[src/hdl/aeai_pkg.sv]
// Package for the absolute encoder angle identification block.
// Holds item types, phase and sequencer encodings, register indexes and constants.
// No dependencies.
`timescale 1ns / 1ps
package aeai_pkg;

  // Shared divider sizing
  localparam int AEAI_DVD_W = 32;
  localparam int AEAI_DVS_W = 24;

  // Configuration register indexes
  localparam logic [2:0] REG_COUNTS_PER_REV   = 3'd0;
  localparam logic [2:0] REG_POLE_PAIRS       = 3'd1;
  localparam logic [2:0] REG_TICKS_PER_SECOND = 3'd2;
  localparam logic [2:0] REG_CURRENT_LIMIT    = 3'd3;
  localparam logic [2:0] REG_ANGLE_TURN_COUNT = 3'd4;
  localparam logic [2:0] REG_REVERSE_DIR      = 3'd5;
  localparam logic [2:0] REG_WIRING_CHECK_ON  = 3'd6;
  localparam logic [2:0] REG_CTRL_BASE        = 3'd7;

  // Configuration reset values
  localparam logic [23:0] RST_COUNTS_PER_REV   = 24'd1048576;
  localparam logic [6:0]  RST_POLE_PAIRS       = 7'd4;
  localparam logic [15:0] RST_TICKS_PER_SECOND = 16'd16000;
  localparam logic [15:0] RST_CURRENT_LIMIT    = 16'd1000;
  localparam logic [15:0] RST_ANGLE_TURN_COUNT = 16'd65535;
  localparam logic        RST_REVERSE_DIR      = 1'b0;
  localparam logic        RST_WIRING_CHECK_ON  = 1'b1;
  localparam logic [15:0] RST_CTRL_BASE        = 16'd0;

  // Status codes
  localparam logic [1:0] SERVO_READY = 2'd1;
  localparam logic [1:0] SERVO_RUN   = 2'd2;
  localparam logic [1:0] SAVE_DONE   = 2'd1;
  localparam logic [1:0] SAVE_FAIL   = 2'd2;
  localparam logic [1:0] OC_BUSY     = 2'd0;
  localparam logic [1:0] OC_SUCCESS  = 2'd1;
  localparam logic [1:0] OC_WIRING   = 2'd2;
  localparam logic [1:0] OC_FAIL     = 2'd3;

  // Arithmetic constants
  localparam logic [23:0] ENC23_COUNTS    = 24'h800000;
  localparam logic [16:0] FULL_TURN       = 17'd65536;
  localparam logic [11:0] TENTHS_PER_TURN = 12'd3600;
  // x / 6 for any 16-bit x is (x * RECIP_SIX) >> 18
  localparam logic [15:0] RECIP_SIX       = 16'd43691;
  localparam logic [15:0] CTRL_OVERRIDE   = 16'h0002;
  localparam logic [15:0] RAMP_STEP       = 16'd2;

  typedef enum logic [2:0] {
    PH_WAIT_READY = 3'd0,
    PH_SET_CTRL   = 3'd1,
    PH_WAIT_RUN   = 3'd2,
    PH_ALIGN      = 3'd3,
    PH_RAMP_DOWN  = 3'd4,
    PH_ENC_WRITE  = 3'd5,
    PH_DONE_OK    = 3'd6,
    PH_DONE_FAIL  = 3'd7
  } phase_t;

  typedef enum logic [2:0] {
    SQ_IDLE,
    SQ_HALF,
    SQ_DIVP,
    SQ_MOD,
    SQ_INIT,
    SQ_APPLY
  } seq_t;

  typedef struct packed {
    logic [1:0]  servo_state;
    logic [22:0] abs_position;
    logic [1:0]  save_status;
  } in_item_t;

  typedef struct packed {
    logic [15:0] ctrl_word;
    logic        pos_reset;
    logic [15:0] d_current_ref;
    logic [15:0] angle_command;
    logic        angle_write;
    logic        ident_active;
    logic [15:0] offset_counts;
    logic [11:0] init_angle_tenths;
    logic        params_save;
    logic        encoder_write_req;
    logic [1:0]  outcome;
  } out_item_t;

  typedef struct packed {
    logic [2:0]  reg_index;
    logic [23:0] wdata;
  } cfg_item_t;

endpackage

[src/hdl/aeai_chan_if.sv]
// Valid/ready channel interface carrying one payload item.
// Payload type is supplied per instance, normally from aeai_pkg.
`timescale 1ns / 1ps
interface aeai_chan_if #(parameter type payload_t = logic);
  logic     valid;
  logic     ready;
  payload_t data;

  modport source (output valid, output data, input ready);
  modport sink (input valid, input data, output ready);
endinterface

[src/hdl/abs_encoder_angle_ident.sv]
// Absolute encoder electrical angle identification sequencer, one item per control tick.
// Takes one item at a time: a new input item is accepted only once the result of the
// last one has been loaded into the output register. Divisions run on the shared
// 32-bit divider, and a stalled result holds the sequencer.
// Reset (rst, synchronous): phase wait-for-ready, sequence state, held values and
// configuration registers to their defaults. Depends on aeai_pkg, aeai_chan_if, aeai_div.
`timescale 1ns / 1ps
module abs_encoder_angle_ident #(
  parameter int DVD_W = aeai_pkg::AEAI_DVD_W,
  parameter int DVS_W = aeai_pkg::AEAI_DVS_W
) (
  input logic  clk,
  input logic  rst,
  aeai_chan_if.sink   in_ch,
  aeai_chan_if.source out_ch,
  aeai_chan_if.sink   cfg_ch
);
  import aeai_pkg::*;

  // Configuration registers
  logic [23:0] counts_per_rev;
  logic [6:0]  pole_pairs;
  logic [15:0] ticks_per_second;
  logic [15:0] current_limit;
  logic [15:0] angle_turn_count;
  logic        reverse_dir;
  logic        wiring_check_on;
  logic [15:0] ctrl_base;

  // Sequence state
  phase_t      phase, phase_next;
  logic [19:0] tick_count, tick_next;
  logic [22:0] half_turn_counts, half_next;
  logic [15:0] current_angle, angle_next;
  logic [22:0] first_position, first_next;
  logic [22:0] second_position, second_next;
  logic        wiring_error, werr_next;
  logic [15:0] d_ref_value, dref_next;
  logic [15:0] angle_reg, areg_next;
  logic        active_flag, active_next;
  logic [15:0] offset_hold, offset_next;
  logic [11:0] init_hold, init_next;

  // Item sequencer
  seq_t        sq, sq_next;
  logic        fresh;
  in_item_t    cap;
  logic        commit;
  logic        out_valid;
  out_item_t   out_data, out_next;

  // Division results
  logic [22:0] half_res;
  logic [15:0] six_res;
  logic [15:0] twelve_res;
  logic [16:0] divp_res;
  logic [15:0] tmod_res;
  logic [11:0] init_res;

  // Divider hookup
  logic             div_start;
  logic [DVD_W-1:0] div_dvd;
  logic [DVS_W-1:0] div_dvs;
  logic             div_done;
  logic [DVD_W-1:0] div_quo;
  logic [DVS_W-1:0] div_rem;

  // Derived values
  logic [6:0]  pp_eff;
  logic [17:0] t3;
  logic [18:0] t6;
  logic [19:0] t9;
  logic [20:0] tick_inc;
  logic [15:0] t_sel;
  logic signed [24:0] dpos;
  logic signed [24:0] hturn;
  logic        werr_new;
  logic        in_t3, in_t6, at_t6, in_t9, at_t9, finish;
  logic [16:0] dref_sum;
  logic [15:0] angle_dec;
  logic [31:0] six_prod;
  logic        in_accept;

  assign in_accept = in_ch.valid && in_ch.ready;
  assign pp_eff    = (pole_pairs == 7'd0) ? 7'd1 : pole_pairs;
  assign t3        = {ticks_per_second, 1'b0} + 18'(ticks_per_second);
  assign t6        = {t3, 1'b0};
  assign t9        = 20'(t6) + 20'(t3);
  assign tick_inc  = 21'(tick_count) + 21'd1;
  assign dref_sum  = 17'(d_ref_value) + 17'(RAMP_STEP);
  assign angle_dec = current_angle - 16'd1;

  // Sixth and twelfth of the turn count by reciprocal multiplication
  assign six_prod   = 32'(angle_turn_count) * 32'(RECIP_SIX);
  assign six_res    = {2'b00, six_prod[31:18]};
  assign twelve_res = {3'b000, six_prod[31:19]};

  // Alignment timing regions
  always_comb begin
    in_t3  = tick_count < 20'(t3);
    in_t6  = tick_count < 20'(t6);
    at_t6  = tick_count == 20'(t6);
    in_t9  = tick_count < t9;
    at_t9  = tick_count == t9;
    finish = !in_t3 && !in_t6 && !at_t6 && !in_t9 && !at_t9;
  end

  // Phase order check from the two samples
  always_comb begin
    dpos  = 25'(second_position) - 25'(first_position);
    hturn = 25'(half_turn_counts);
    werr_new = wiring_error;
    if (wiring_check_on) begin
      if (!reverse_dir && ((dpos > 0 && dpos < hturn) || (-dpos > hturn))) werr_new = 1'b1;
      if (reverse_dir && ((-dpos > 0 && -dpos < hturn) || (dpos > hturn))) werr_new = 1'b1;
    end
  end

  // Offset extraction from the captured position
  always_comb begin
    t_sel = (counts_per_rev == ENC23_COUNTS) ? cap.abs_position[22:7]
                                             : cap.abs_position[19:4];
    if (reverse_dir) t_sel = ~t_sel;
  end

  // Configuration writes
  assign cfg_ch.ready = 1'b1;
  always_ff @(posedge clk) begin
    if (rst) begin
      counts_per_rev   <= RST_COUNTS_PER_REV;
      pole_pairs       <= RST_POLE_PAIRS;
      ticks_per_second <= RST_TICKS_PER_SECOND;
      current_limit    <= RST_CURRENT_LIMIT;
      angle_turn_count <= RST_ANGLE_TURN_COUNT;
      reverse_dir      <= RST_REVERSE_DIR;
      wiring_check_on  <= RST_WIRING_CHECK_ON;
      ctrl_base        <= RST_CTRL_BASE;
    end else if (cfg_ch.valid) begin
      case (cfg_ch.data.reg_index)
        REG_COUNTS_PER_REV:   counts_per_rev   <= cfg_ch.data.wdata;
        REG_POLE_PAIRS:       pole_pairs       <= cfg_ch.data.wdata[6:0];
        REG_TICKS_PER_SECOND: ticks_per_second <= cfg_ch.data.wdata[15:0];
        REG_CURRENT_LIMIT:    current_limit    <= cfg_ch.data.wdata[15:0];
        REG_ANGLE_TURN_COUNT: angle_turn_count <= cfg_ch.data.wdata[15:0];
        REG_REVERSE_DIR:      reverse_dir      <= cfg_ch.data.wdata[0];
        REG_WIRING_CHECK_ON:  wiring_check_on  <= cfg_ch.data.wdata[0];
        REG_CTRL_BASE:        ctrl_base        <= cfg_ch.data.wdata[15:0];
        default: ;
      endcase
    end
  end

  // Sequencer next state
  always_comb begin
    sq_next = sq;
    case (sq)
      SQ_IDLE: begin
        if (in_accept) begin
          if (phase == PH_WAIT_READY && in_ch.data.servo_state == SERVO_READY)
            sq_next = SQ_HALF;
          else if (phase == PH_ALIGN && finish && !werr_new) sq_next = SQ_DIVP;
          else sq_next = SQ_APPLY;
        end
      end
      SQ_HALF:   if (div_done) sq_next = SQ_APPLY;
      SQ_DIVP:   if (div_done) sq_next = SQ_MOD;
      SQ_MOD:    if (div_done) sq_next = SQ_INIT;
      SQ_INIT:   if (div_done) sq_next = SQ_APPLY;
      SQ_APPLY:  if (!out_valid || out_ch.ready) sq_next = SQ_IDLE;
      default:   sq_next = SQ_IDLE;
    endcase
  end

  // Sequencer outputs: input ready, commit, divider operands and start
  always_comb begin
    div_dvd   = '0;
    div_dvs   = '0;
    in_ch.ready = (sq == SQ_IDLE);
    commit    = (sq == SQ_APPLY) && (!out_valid || out_ch.ready);
    case (sq)
      SQ_HALF: begin
        div_dvd = DVD_W'(counts_per_rev);
        div_dvs = DVS_W'({pp_eff, 1'b0});
      end
      SQ_DIVP: begin
        div_dvd = DVD_W'(FULL_TURN);
        div_dvs = DVS_W'(pp_eff);
      end
      SQ_MOD: begin
        div_dvd = DVD_W'(t_sel);
        div_dvs = DVS_W'(divp_res);
      end
      SQ_INIT: begin
        div_dvd = DVD_W'(tmod_res) * DVD_W'(TENTHS_PER_TURN) + DVD_W'(divp_res[16:1]);
        div_dvs = DVS_W'(divp_res);
      end
      default: ;
    endcase
    div_start = fresh && (sq == SQ_HALF || sq == SQ_DIVP || sq == SQ_MOD ||
                          sq == SQ_INIT);
  end

  aeai_div #(
    .DVD_W(DVD_W),
    .DVS_W(DVS_W)
  ) u_div (
    .clk      (clk),
    .rst      (rst),
    .start    (div_start),
    .dividend (div_dvd),
    .divisor  (div_dvs),
    .done     (div_done),
    .quotient (div_quo),
    .remainder(div_rem)
  );

  // Sequencer registers and item capture
  always_ff @(posedge clk) begin
    if (rst) begin
      sq    <= SQ_IDLE;
      fresh <= 1'b0;
    end else begin
      sq    <= sq_next;
      fresh <= (sq_next != sq);
    end
  end

  always_ff @(posedge clk) begin
    if (in_accept) cap <= in_ch.data;
  end

  // Keep division results
  always_ff @(posedge clk) begin
    if (div_done) begin
      case (sq)
        SQ_HALF:   half_res   <= div_quo[22:0];
        SQ_DIVP:   divp_res   <= div_quo[16:0];
        SQ_MOD:    tmod_res   <= div_rem[15:0];
        SQ_INIT:   init_res   <= div_quo[11:0];
        default: ;
      endcase
    end
  end

  // One control tick of the identification sequence
  always_comb begin
    phase_next  = phase;
    tick_next   = tick_count;
    half_next   = half_turn_counts;
    angle_next  = current_angle;
    first_next  = first_position;
    second_next = second_position;
    werr_next   = wiring_error;
    dref_next   = d_ref_value;
    areg_next   = angle_reg;
    active_next = active_flag;
    offset_next = offset_hold;
    init_next   = init_hold;
    out_next    = '0;
    case (phase)
      PH_WAIT_READY: begin
        if (cap.servo_state == SERVO_READY) begin
          half_next  = half_res;
          phase_next = PH_SET_CTRL;
        end
      end
      PH_SET_CTRL: begin
        dref_next  = '0;
        phase_next = PH_WAIT_RUN;
      end
      PH_WAIT_RUN: begin
        active_next = 1'b1;
        if (cap.servo_state == SERVO_RUN) phase_next = PH_ALIGN;
      end
      PH_ALIGN: begin
        if (tick_count[3:0] == 4'd0 && d_ref_value < current_limit)
          dref_next = dref_sum[16] ? 16'hffff : dref_sum[15:0];
        if (in_t3) begin
          tick_next = tick_inc[19:0];
          angle_next = six_res;
          areg_next = six_res;
          out_next.angle_write = 1'b1;
        end else if (in_t6) begin
          tick_next = tick_inc[19:0];
          if (current_angle > twelve_res && tick_inc[1:0] == 2'd0) angle_next = angle_dec;
          areg_next = angle_next;
          out_next.angle_write = 1'b1;
        end else if (at_t6) begin
          tick_next  = tick_inc[19:0];
          first_next = cap.abs_position;
        end else if (in_t9) begin
          tick_next = tick_inc[19:0];
          if (current_angle != 16'd0 && tick_inc[1:0] == 2'd0) angle_next = angle_dec;
          areg_next = angle_next;
          out_next.angle_write = 1'b1;
        end else if (at_t9) begin
          tick_next   = tick_inc[19:0];
          second_next = cap.abs_position;
        end else begin
          werr_next = werr_new;
          if (!werr_new) begin
            offset_next = tmod_res;
            init_next   = init_res;
          end
          phase_next  = PH_RAMP_DOWN;
          tick_next   = '0;
          angle_next  = '0;
          first_next  = '0;
          second_next = '0;
        end
      end
      PH_RAMP_DOWN: begin
        if (d_ref_value != 16'd0) begin
          dref_next = (d_ref_value >= RAMP_STEP) ? d_ref_value - RAMP_STEP : 16'd0;
        end else begin
          active_next = 1'b0;
          if (cap.servo_state != SERVO_RUN) begin
            tick_next = '0;
            if (!wiring_error) begin
              out_next.params_save = 1'b1;
              areg_next  = offset_hold;
              out_next.angle_write = 1'b1;
              phase_next = PH_ENC_WRITE;
            end else begin
              phase_next = PH_DONE_FAIL;
            end
          end
        end
      end
      PH_ENC_WRITE: begin
        out_next.encoder_write_req = 1'b1;
        if (cap.save_status == SAVE_DONE) phase_next = PH_DONE_OK;
        else if (cap.save_status == SAVE_FAIL) phase_next = PH_DONE_FAIL;
      end
      default: begin
        if (phase == PH_DONE_OK) out_next.outcome = OC_SUCCESS;
        else if (wiring_error) out_next.outcome = OC_WIRING;
        else out_next.outcome = OC_FAIL;
        werr_next  = 1'b0;
        phase_next = PH_WAIT_READY;
      end
    endcase
    out_next.ctrl_word = (phase_next inside {PH_WAIT_RUN, PH_ALIGN, PH_RAMP_DOWN,
                                             PH_ENC_WRITE}) ? (ctrl_base | CTRL_OVERRIDE)
                                                            : ctrl_base;
    out_next.pos_reset = phase_next inside {PH_SET_CTRL, PH_WAIT_RUN, PH_ALIGN,
                                            PH_RAMP_DOWN, PH_ENC_WRITE};
    out_next.d_current_ref     = dref_next;
    out_next.angle_command     = areg_next;
    out_next.ident_active      = active_next;
    out_next.offset_counts     = offset_next;
    out_next.init_angle_tenths = init_next;
  end

  // Commit the tick
  always_ff @(posedge clk) begin
    if (rst) begin
      phase            <= PH_WAIT_READY;
      tick_count       <= '0;
      half_turn_counts <= '0;
      current_angle    <= '0;
      first_position   <= '0;
      second_position  <= '0;
      wiring_error     <= 1'b0;
      d_ref_value      <= '0;
      angle_reg        <= '0;
      active_flag      <= 1'b0;
      offset_hold      <= '0;
      init_hold        <= '0;
    end else if (commit) begin
      phase            <= phase_next;
      tick_count       <= tick_next;
      half_turn_counts <= half_next;
      current_angle    <= angle_next;
      first_position   <= first_next;
      second_position  <= second_next;
      wiring_error     <= werr_next;
      d_ref_value      <= dref_next;
      angle_reg        <= areg_next;
      active_flag      <= active_next;
      offset_hold      <= offset_next;
      init_hold        <= init_next;
    end
  end

  // Output register: load on commit, drop when taken
  always_ff @(posedge clk) begin
    if (rst) begin
      out_valid <= 1'b0;
    end else if (commit) begin
      out_valid <= 1'b1;
    end else if (out_ch.ready) begin
      out_valid <= 1'b0;
    end
  end

  always_ff @(posedge clk) begin
    if (commit) out_data <= out_next;
  end

  assign out_ch.valid = out_valid;
  assign out_ch.data  = out_data;

  // Checks
  a_busy_after_accept: assert property (@(posedge clk) disable iff (rst)
    in_ch.valid && in_ch.ready |=> !in_ch.ready)
    else $error("input taken while an item is in work");

  a_outcome_returns_idle: assert property (@(posedge clk) disable iff (rst)
    out_valid && out_data.outcome != OC_BUSY |-> phase == PH_WAIT_READY)
    else $error("finished outcome without return to wait-for-ready");

  a_div_done_in_div_step: assert property (@(posedge clk) disable iff (rst)
    div_done |-> (sq == SQ_HALF || sq == SQ_DIVP || sq == SQ_MOD || sq == SQ_INIT))
    else $error("divider finished outside a division step");

endmodule

[src/hdl/aeai_div.sv]
// Shared restoring divider, one quotient bit per cycle.
// Depends on no package; widths come from parameters.
`timescale 1ns / 1ps
module aeai_div #(
  parameter int DVD_W = 32,
  parameter int DVS_W = 24
) (
  input  logic             clk,
  input  logic             rst,
  input  logic             start,
  input  logic [DVD_W-1:0] dividend,
  input  logic [DVS_W-1:0] divisor,
  output logic             done,
  output logic [DVD_W-1:0] quotient,
  output logic [DVS_W-1:0] remainder
);
  localparam int CNT_W = $clog2(DVD_W + 1);

  logic             busy;
  logic [CNT_W-1:0] cnt;
  logic [DVD_W-1:0] quo;
  logic [DVS_W-1:0] rem;
  logic [DVS_W-1:0] dvs;
  logic [DVS_W:0]   shifted;
  logic [DVS_W:0]   diff;
  logic             fits;

  // Trial subtract of the shifted partial remainder
  always_comb begin
    shifted = {rem, quo[DVD_W-1]};
    diff    = shifted - {1'b0, dvs};
    fits    = shifted >= {1'b0, dvs};
  end

  // Control: load on start, count down one bit per cycle
  always_ff @(posedge clk) begin
    if (rst) begin
      busy <= 1'b0;
      done <= 1'b0;
      cnt  <= '0;
    end else begin
      done <= 1'b0;
      if (start) begin
        busy <= 1'b1;
        cnt  <= CNT_W'(DVD_W);
      end else if (busy) begin
        cnt <= cnt - 1'b1;
        if (cnt == CNT_W'(1)) begin
          busy <= 1'b0;
          done <= 1'b1;
        end
      end
    end
  end

  // Datapath
  always_ff @(posedge clk) begin
    if (start) begin
      quo <= dividend;
      rem <= '0;
      dvs <= divisor;
    end else if (busy) begin
      quo <= {quo[DVD_W-2:0], fits};
      rem <= fits ? diff[DVS_W-1:0] : shifted[DVS_W-1:0];
    end
  end

  assign quotient  = quo;
  assign remainder = rem;
endmodule

[src/flat_wrapper.sv]
// flat-port wrapper written by rule: the top's interface ports become plain ports
module abs_encoder_angle_ident_flat import aeai_pkg::*;
#(
  parameter int DVD_W = aeai_pkg::AEAI_DVD_W,
  parameter int DVS_W = aeai_pkg::AEAI_DVS_W
)
  (clk, rst, in_ch_valid, in_ch_data, in_ch_ready, out_ch_valid, out_ch_data, out_ch_ready, cfg_ch_valid, cfg_ch_data, cfg_ch_ready);
  aeai_chan_if #(.payload_t(in_item_t)) in_ch_i ();
  aeai_chan_if #(.payload_t(out_item_t)) out_ch_i ();
  aeai_chan_if #(.payload_t(cfg_item_t)) cfg_ch_i ();
  input logic clk;
  input logic rst;
  input wire logic [$bits(in_ch_i.valid)-1:0] in_ch_valid;
  input wire logic [$bits(in_ch_i.data)-1:0] in_ch_data;
  output wire logic [$bits(in_ch_i.ready)-1:0] in_ch_ready;
  output wire logic [$bits(out_ch_i.valid)-1:0] out_ch_valid;
  output wire logic [$bits(out_ch_i.data)-1:0] out_ch_data;
  input wire logic [$bits(out_ch_i.ready)-1:0] out_ch_ready;
  input wire logic [$bits(cfg_ch_i.valid)-1:0] cfg_ch_valid;
  input wire logic [$bits(cfg_ch_i.data)-1:0] cfg_ch_data;
  output wire logic [$bits(cfg_ch_i.ready)-1:0] cfg_ch_ready;
  assign in_ch_i.valid = in_ch_valid;
  assign in_ch_i.data = in_ch_data;
  assign in_ch_ready = in_ch_i.ready;
  assign out_ch_valid = out_ch_i.valid;
  assign out_ch_data = out_ch_i.data;
  assign out_ch_i.ready = out_ch_ready;
  assign cfg_ch_i.valid = cfg_ch_valid;
  assign cfg_ch_i.data = cfg_ch_data;
  assign cfg_ch_ready = cfg_ch_i.ready;
  abs_encoder_angle_ident #(.DVD_W(DVD_W), .DVS_W(DVS_W)) u_core (.clk(clk), .rst(rst), .in_ch(in_ch_i), .out_ch(out_ch_i), .cfg_ch(cfg_ch_i));
endmodule
[config.mk]
export PLATFORM = sky130hd
export DESIGN_NAME = abs_encoder_angle_ident_flat
export DESIGN_NICKNAME = d
export VERILOG_FILES = /design/src/hdl/aeai_pkg.sv /design/src/hdl/aeai_chan_if.sv /design/src/hdl/abs_encoder_angle_ident.sv /design/src/hdl/aeai_div.sv /design/src/flat_wrapper.sv
export SDC_FILE = /design/constraint.sdc
export NUM_CORES = 2
export LEC_CHECK = 0
export ABC_CLOCK_PERIOD_IN_PS = 7400
export BUFFER_PORTS_ARGS = -buffer_cell sky130_fd_sc_hd__buf_4
export CORE_ASPECT_RATIO = 0.75
export CORE_MARGIN = 2
export CORE_UTILIZATION = 40
export DETAILED_ROUTE_END_ITERATION = 8
export PLACE_DENSITY = 0.69
export SYNTH_ARGS = -nofsm -noshare
export SYNTH_HDL_FRONTEND = slang
export SYNTH_SLANG_ARGS = --single-unit
[constraint.sdc]
create_clock -name clk -period 7.4 [get_ports clk]
set_clock_uncertainty 0.05 [all_clocks]
set_input_delay 1.48 -clock clk [delete_from_list [all_inputs] [get_ports clk]]
set_output_delay 1.48 -clock clk [all_outputs]
set_load 0.02 [all_outputs]
# Word level (Yosys, flattened, before mapping)
# Index checks and enable logic that the tools add are counted.
[totals]
reg_bits = 538
in_bits = 59
wordCells = 303
out_inout_bits = 86
[op_classes]
magnitude_cmp = 13
n_mul = 2
add_sub_neg = 12
n_reduce_logical = 69
eq_ne = 45
muxes = 105
n_bitwise = 7
[op_table]
columns = ["cell", "n"]
rows = [
  ["16-bit two-way mux", 27],
  ["20-bit two-way mux", 7],
  ["32-bit one-hot mux with 4 select lines", 1],
  ["23-bit two-way mux", 4],
  ["12-bit two-way mux", 7],
  ["32-bit two-way mux", 2],
  ["3-bit two-way mux", 18],
  ["17-bit one-hot mux with 3 select lines", 1],
  ["16-bit one-hot mux with 3 select lines", 1],
  ["20-bit one-hot mux with 2 select lines", 1],
  ["3-bit equality test, second input constant", 11],
  ["32-bit by 1-bit > comparator with 1-bit output, second input constant", 1],
  ["16-bit by 16-bit multiplier with 32-bit output, second input constant", 1],
  ["24-bit negator with 32-bit output", 1],
  ["16-bit one-hot mux with 2 select lines", 1],
  ["16-bit nonzero test", 2],
  ["28-bit by 16-bit adder with 29-bit output", 1],
  ["25-bit by 24-bit greater-or-equal comparator with 1-bit output", 1],
  ["25-bit by 24-bit > comparator with 1-bit output", 1],
  ["25-bit by 24-bit < comparator with 1-bit output", 1],
  ["1-bit two-way mux", 25],
  ["24-bit negator with 25-bit output", 1],
  ["24-bit equality test, second input constant", 1],
  ["3-bit by 2-bit equality test with 1-bit output, second input constant", 8],
  ["other kinds (59)", 128],
]

# Longest topological paths before layout
[depth]
depth_word = 15
depth_mapped = 35
ltp_nobuf = 33

# Modules after synthesis
# Synthesis repeated with hierarchy kept, for this count alone.
[unflattened]
cells_unflattened = 4282
hier_area_um2 = 38822.2
[modules_own_cells]
columns = ["module", "area_each_um2", "cells_each", "n_inst"]
rows = [
  ["abs_encoder_angle_ident", 34006.4, 3847, 1],
  ["aeai_div", 4815.9, 435, 1],
]

# Least setup slack after synthesis
# Ideal clock, no wire load.
[synth_path]
kind = "register to register"
start = "register u_core.angle_turn_count[6]"
end = "register u_core.angle_reg[11]"
path_slack_ns = -0.675
setup_time_ns = 0.294
arrival_time_ns = 7.731
path_stages_with_launch = 29
synth_period_minus_slack_ns = 8.075
path_cell_list = "dfxtp_1 -> ha_1 -> ha_1 -> fa_1 -> inv_1 -> fa_1 -> fa_1 -> inv_1 -> fa_1 -> ha_1 -> o2111ai_1 -> a2111oi_0 -> o2111ai_1 -> o21a_1 -> o311ai_0 -> o31a_1 -> a21oi_1 -> xnor2_1 -> ha_1 -> and3_1 -> nand3_1 -> or4_1 -> nand2_1 -> a211oi_1 -> nor3b_1 -> xnor2_1 -> o21ai_0 -> o311ai_0 -> a311oi_1"
[synth_between]
elab_chain_cells = 7
[synth_rtl]
columns = ["item", "line", "rtl"]
rows = [
  ["start, declared", "abs_encoder_angle_ident.sv:25", "logic [15:0] angle_turn_count;"],
  ["start signal, assigned", "abs_encoder_angle_ident.sv:144", "REG_ANGLE_TURN_COUNT: angle_turn_count <= cfg_ch.data.wdata[15:0];"],
  ["16-bit by 16-bit multiplier with 32-bit output (*)", "abs_encoder_angle_ident.sv:94", "assign six_prod = 32'(angle_turn_count) * 32'(RECIP_SIX);"],
  ["16-bit by 13-bit > comparator with 1-bit output", "abs_encoder_angle_ident.sv:285", "if (current_angle > twelve_res && tick_inc[1:0] == 2'd0) angle_next = angle_dec;"],
  ["1-bit logical AND", "abs_encoder_angle_ident.sv:285", ""],
  ["16-bit two-way mux", "abs_encoder_angle_ident.sv:285", ""],
  ["16-bit two-way mux", "abs_encoder_angle_ident.sv:283", "end else if (in_t6) begin"],
  ["16-bit two-way mux (*)", "abs_encoder_angle_ident.sv:278", "if (in_t3) begin"],
  ["16-bit one-hot mux with 2 select lines (*)", "abs_encoder_angle_ident.sv:260", "case (phase)"],
  ["end signal, assigned", "abs_encoder_angle_ident.sv:379", "angle_reg <= areg_next;"],
  ["end, declared", "abs_encoder_angle_ident.sv:39", "logic [15:0] angle_reg, areg_next;"],
]
# Mark *: on every way between the ends. The rest lies on a longest branch, timed or not.
# A chain may end at the register's enable or synchronous reset.

# Worst setup path in the final report
[layout_path]
start = "register u_core.angle_turn_count[11]"
end = "register u_core.angle_reg[13]"
# The elaborated chain is that of the path after synthesis.

==> impl_metrics.py <==
metrics = {
    "critical_path": {
        "ff2ff_setup_slack_ns": -0.07,
        "worst_setup_path_end_kind": "flip-flop",
        "cp.arrival_ns": 7.98,
        "cp_max_fo": 5,
        "start_kind": "flip-flop",
        "cp_num_buf_inv": 2,
        "rr_endpoint": "u_core.angle_reg[13]",
        "path_common_cell": "fa_1",
        "path_class": "reg2reg",
        "slowest_stage": "fa_1",
        "r2r_cells": 28,
        "required_ns": 7.91,
        "critPathMaxStageDelay_ns": 0.53,
        "crit_family": "adder cells",
        "r2r-start": "u_core.angle_turn_count[11]",
    },
    "synthesis": {
        "syn-num-nets": 4741,
        "dominantRegCellSynth": "dfxtp_1",
        "syn_inst": 4159,
        "seq_area_frac_synth_pct": 34.4,
        "synth-seq-cells": 531,
        "syn_area_per_cell_um2": 9.02,
        "ys_types": 90,
        "synth_area_um2": 37500,
        "ys_warn_count": 0,
        "synth-async-reset-ratio_pct": 0,
        "synth_edf_count": 227,
    },
    "hold_path": {
        "whs_endpoint": "u_core.out_ch.data[79]",
        "hold_class": "reg2reg",
        "whs_path_depth": 0,
        "min_from": "u_core.ctrl_base[12]",
    },
    "power": {
        "ir_worst_vdd_uv": 339,
        "clockPowerShare_pct": 26.8,
        "power_mw": 11.3,
        "power_frac_seq_pct": 30.5,
        "p_per_area_nw_per_um2": 253,
        "p_leak_nw": 18.9,
        "switching_share_pct": 36.1,
        "combPwrFrac_pct": 42.7,
        "internal-power_mw": 7.22,
        "p_switching_mw": 4.08,
    },
    "sta": {
        "worstMarginPinSlew_ns": 1.22,
        "maxSlewViolCount": 0,
        "worst_hold_slack_ns": 0.380,
        "fmax_mhz": 134,
        "period_share_pct": 101,
        "fin_ws_ns": -0.0678,
        "finalSetupViolations": 5,
        "period_minus_slack_ns": 7.47,
        "setup_tns_ns": -0.139,
        "hold_viol": 0,
        "slew-limit-headroom_pct": 18.5,
        "rsz0062_at_grt": "true",
    },
    "floorplan": {
        "die_w_um": 358,
        "dieHeight_um": 269,
        "start_util_pct": 40.3,
        "pin_count": 145,
        "die_area_um2": 96200,
        "rows": 97,
        "core-area_um2": 93100,
    },
    "cells_and_area": {
        "drive_above_1_share_pct": 16.8,
        "finish.net_count": 5009,
        "final_common_cell": "nand2_1",
        "multi_input_area_um2": 23500,
        "stdcell_area_um2": 44600,
        "final_cell_count_no_fill": 5714,
        "seqCellArea_um2": 12900,
        "mostFrequentLayoutCells": "nand2_1 (486), ha_1 (375), buf_4 (367), inv_1 (358), a21oi_1 (305)",
        "fillers": 8623,
        "largest_reg_flops": 83,
        "fin_util_pct": 47.9,
        "area_growth_pct": 18.9,
    },
    "job": {
        "cap_violations": 0,
    },
    "clock_network": {
        "cts_tree": "yes",
        "clock_latency_ns": 0.65,
        "clk_pin_slew_worst_paths_ns": 0.06,
        "cts_made_buffers": 58,
        "cts-root-buf": "clkbuf_16",
        "cts.sink_count": 531,
        "hold_buffers": 0,
        "h-tree-depth": 2,
        "clockBufferDepth": 3,
    },
    "global_routing": {
        "grt.total_usage_pct": 23.8,
        "grt_max_degree": 88,
        "grt_pass1_vias": 30534,
        "grt_pass1_wl_um": 180000,
        "grt-ovfl-total": 0,
        "antenna_found_initial": 2,
    },
    "placement": {
        "place_congestion": 0.956,
        "place_inst": 5574,
        "post_dp_cell_area_um2": 41300,
        "dpl.hpwl_um": 89800,
        "io_buffers": 143,
        "place_ws_ns": -0.473,
    },
    "detailed_routing": {
        "firstDrtPassIters": 7,
        "avgViaCountPerCell": 5.74,
        "via_count": 32815,
        "drc": 0,
        "drtAntennaViolNets": 0,
        "finalWirelength_um": 118000,
        "drt_iter0_markers": 3617,
        "wl_per_cell_um": 20.7,
    },
    "status": {
        "outcome": "finished with violations",
        "violations": "setup timing",
    },
}
==> per-layer routing <==
| metal | GRT usage [%] | share of wire (%) | up-vias |
|---|---|---|---|
| met4 | 4.96 | 2.0 | 0 |
| met3 | 5.35 | 10 | 143 |
| li1 | - | - | 15332 |
| met2 | 32.0 | 39 | 1403 |
| met5 | 0 | 0 | - |
| met1 | 37.9 | 49 | 15937 |
==> how the worst max path moves through the flow <==
stage                                            from                   end  cells past startpoint  slack, ns
final                     u_core.angle_turn_count[11]  u_core.angle_reg[13]                     28      -0.07
after global placement     u_core.angle_turn_count[6]  u_core.angle_reg[10]                     30      -0.34
after detailed placement   u_core.angle_turn_count[6]  u_core.angle_reg[13]                     28      -0.47
after CTS                  u_core.angle_turn_count[4]  u_core.angle_reg[13]                     30      -0.02
after floorplan            u_core.angle_turn_count[1]  u_core.angle_reg[11]                     31      0.004
after global routing      u_core.angle_turn_count[11]  u_core.angle_reg[13]                     28      -0.29
==> synthesized netlist by cell type, types with 32 or more instances <==
library cell | number | area, um^2
clkbuf_1 | 175 | 657
nand2_1 | 488 | 1830
and2_1 | 39 | 244
mux2_2 | 37 | 417
edfxtp_1 | 227 | 6820
mux2i_1 | 79 | 791
xnor2_1 | 107 | 937
o211ai_1 | 35 | 263
nand3_1 | 96 | 480
o21a_1 | 47 | 353
nor3_1 | 63 | 315
dfxtp_1 | 304 | 6090
a22oi_1 | 45 | 338
fa_1 | 111 | 2220
a311oi_1 | 33 | 289
nand2b_1 | 42 | 263
xor2_1 | 57 | 499
and3_1 | 42 | 263
a21oi_1 | 325 | 1630
nor2_1 | 282 | 1060
o21ai_0 | 181 | 906
a211oi_1 | 45 | 338
nor4_1 | 32 | 200
inv_1 | 373 | 1400
a21o_1 | 68 | 510
ha_1 | 412 | 5150
nor2b_1 | 32 | 200
==> cell families after synthesis <==
group | count (synthesis) | synth area share [%]
flops | 531 | 34.4
fa+ha+maj | 523 | 19.7
buf+inv | 566 | 5.78
other cells | 1 | 0.0100
xor+xnor | 164 | 3.83
compound gates | 1008 | 17.5
mux | 116 | 3.22
simple gates | 1250 | 15.6
==> area by class of cell <==
class | instances | area share (%)
timing repair buffer | 397 | 7.19
multi-input combinational | 3062 | 52.7
sequential | 531 | 29.0
tap | 1237 | 3.47
clock buffer | 68 | 3.65
clock inverter | 40 | 0.792
antenna | 2 | 0.0112
inverter | 377 | 3.20
==> power by group through the flow <==
stage                     Sequential, mW  Combinational (mW)  Clock [mW]
final                               3.45                4.82        3.02
after global routing                3.46                5.28        3.16
after CTS                           3.44                4.33        3.06
after detailed placement            3.50                3.98           0
after global placement              3.49                3.93           0
after floorplan                     3.44                2.59           0
==> repair_timing <==
action / in CTS / in global routing
gates resized for setup: 87 / 133
gates cloned: 1 / 1
pin swaps: 84 / 87
setup endpoints to repair: 124 / 163
setup buffers: 8 / 21
Note: power is estimated with default switching activity, not from simulation.
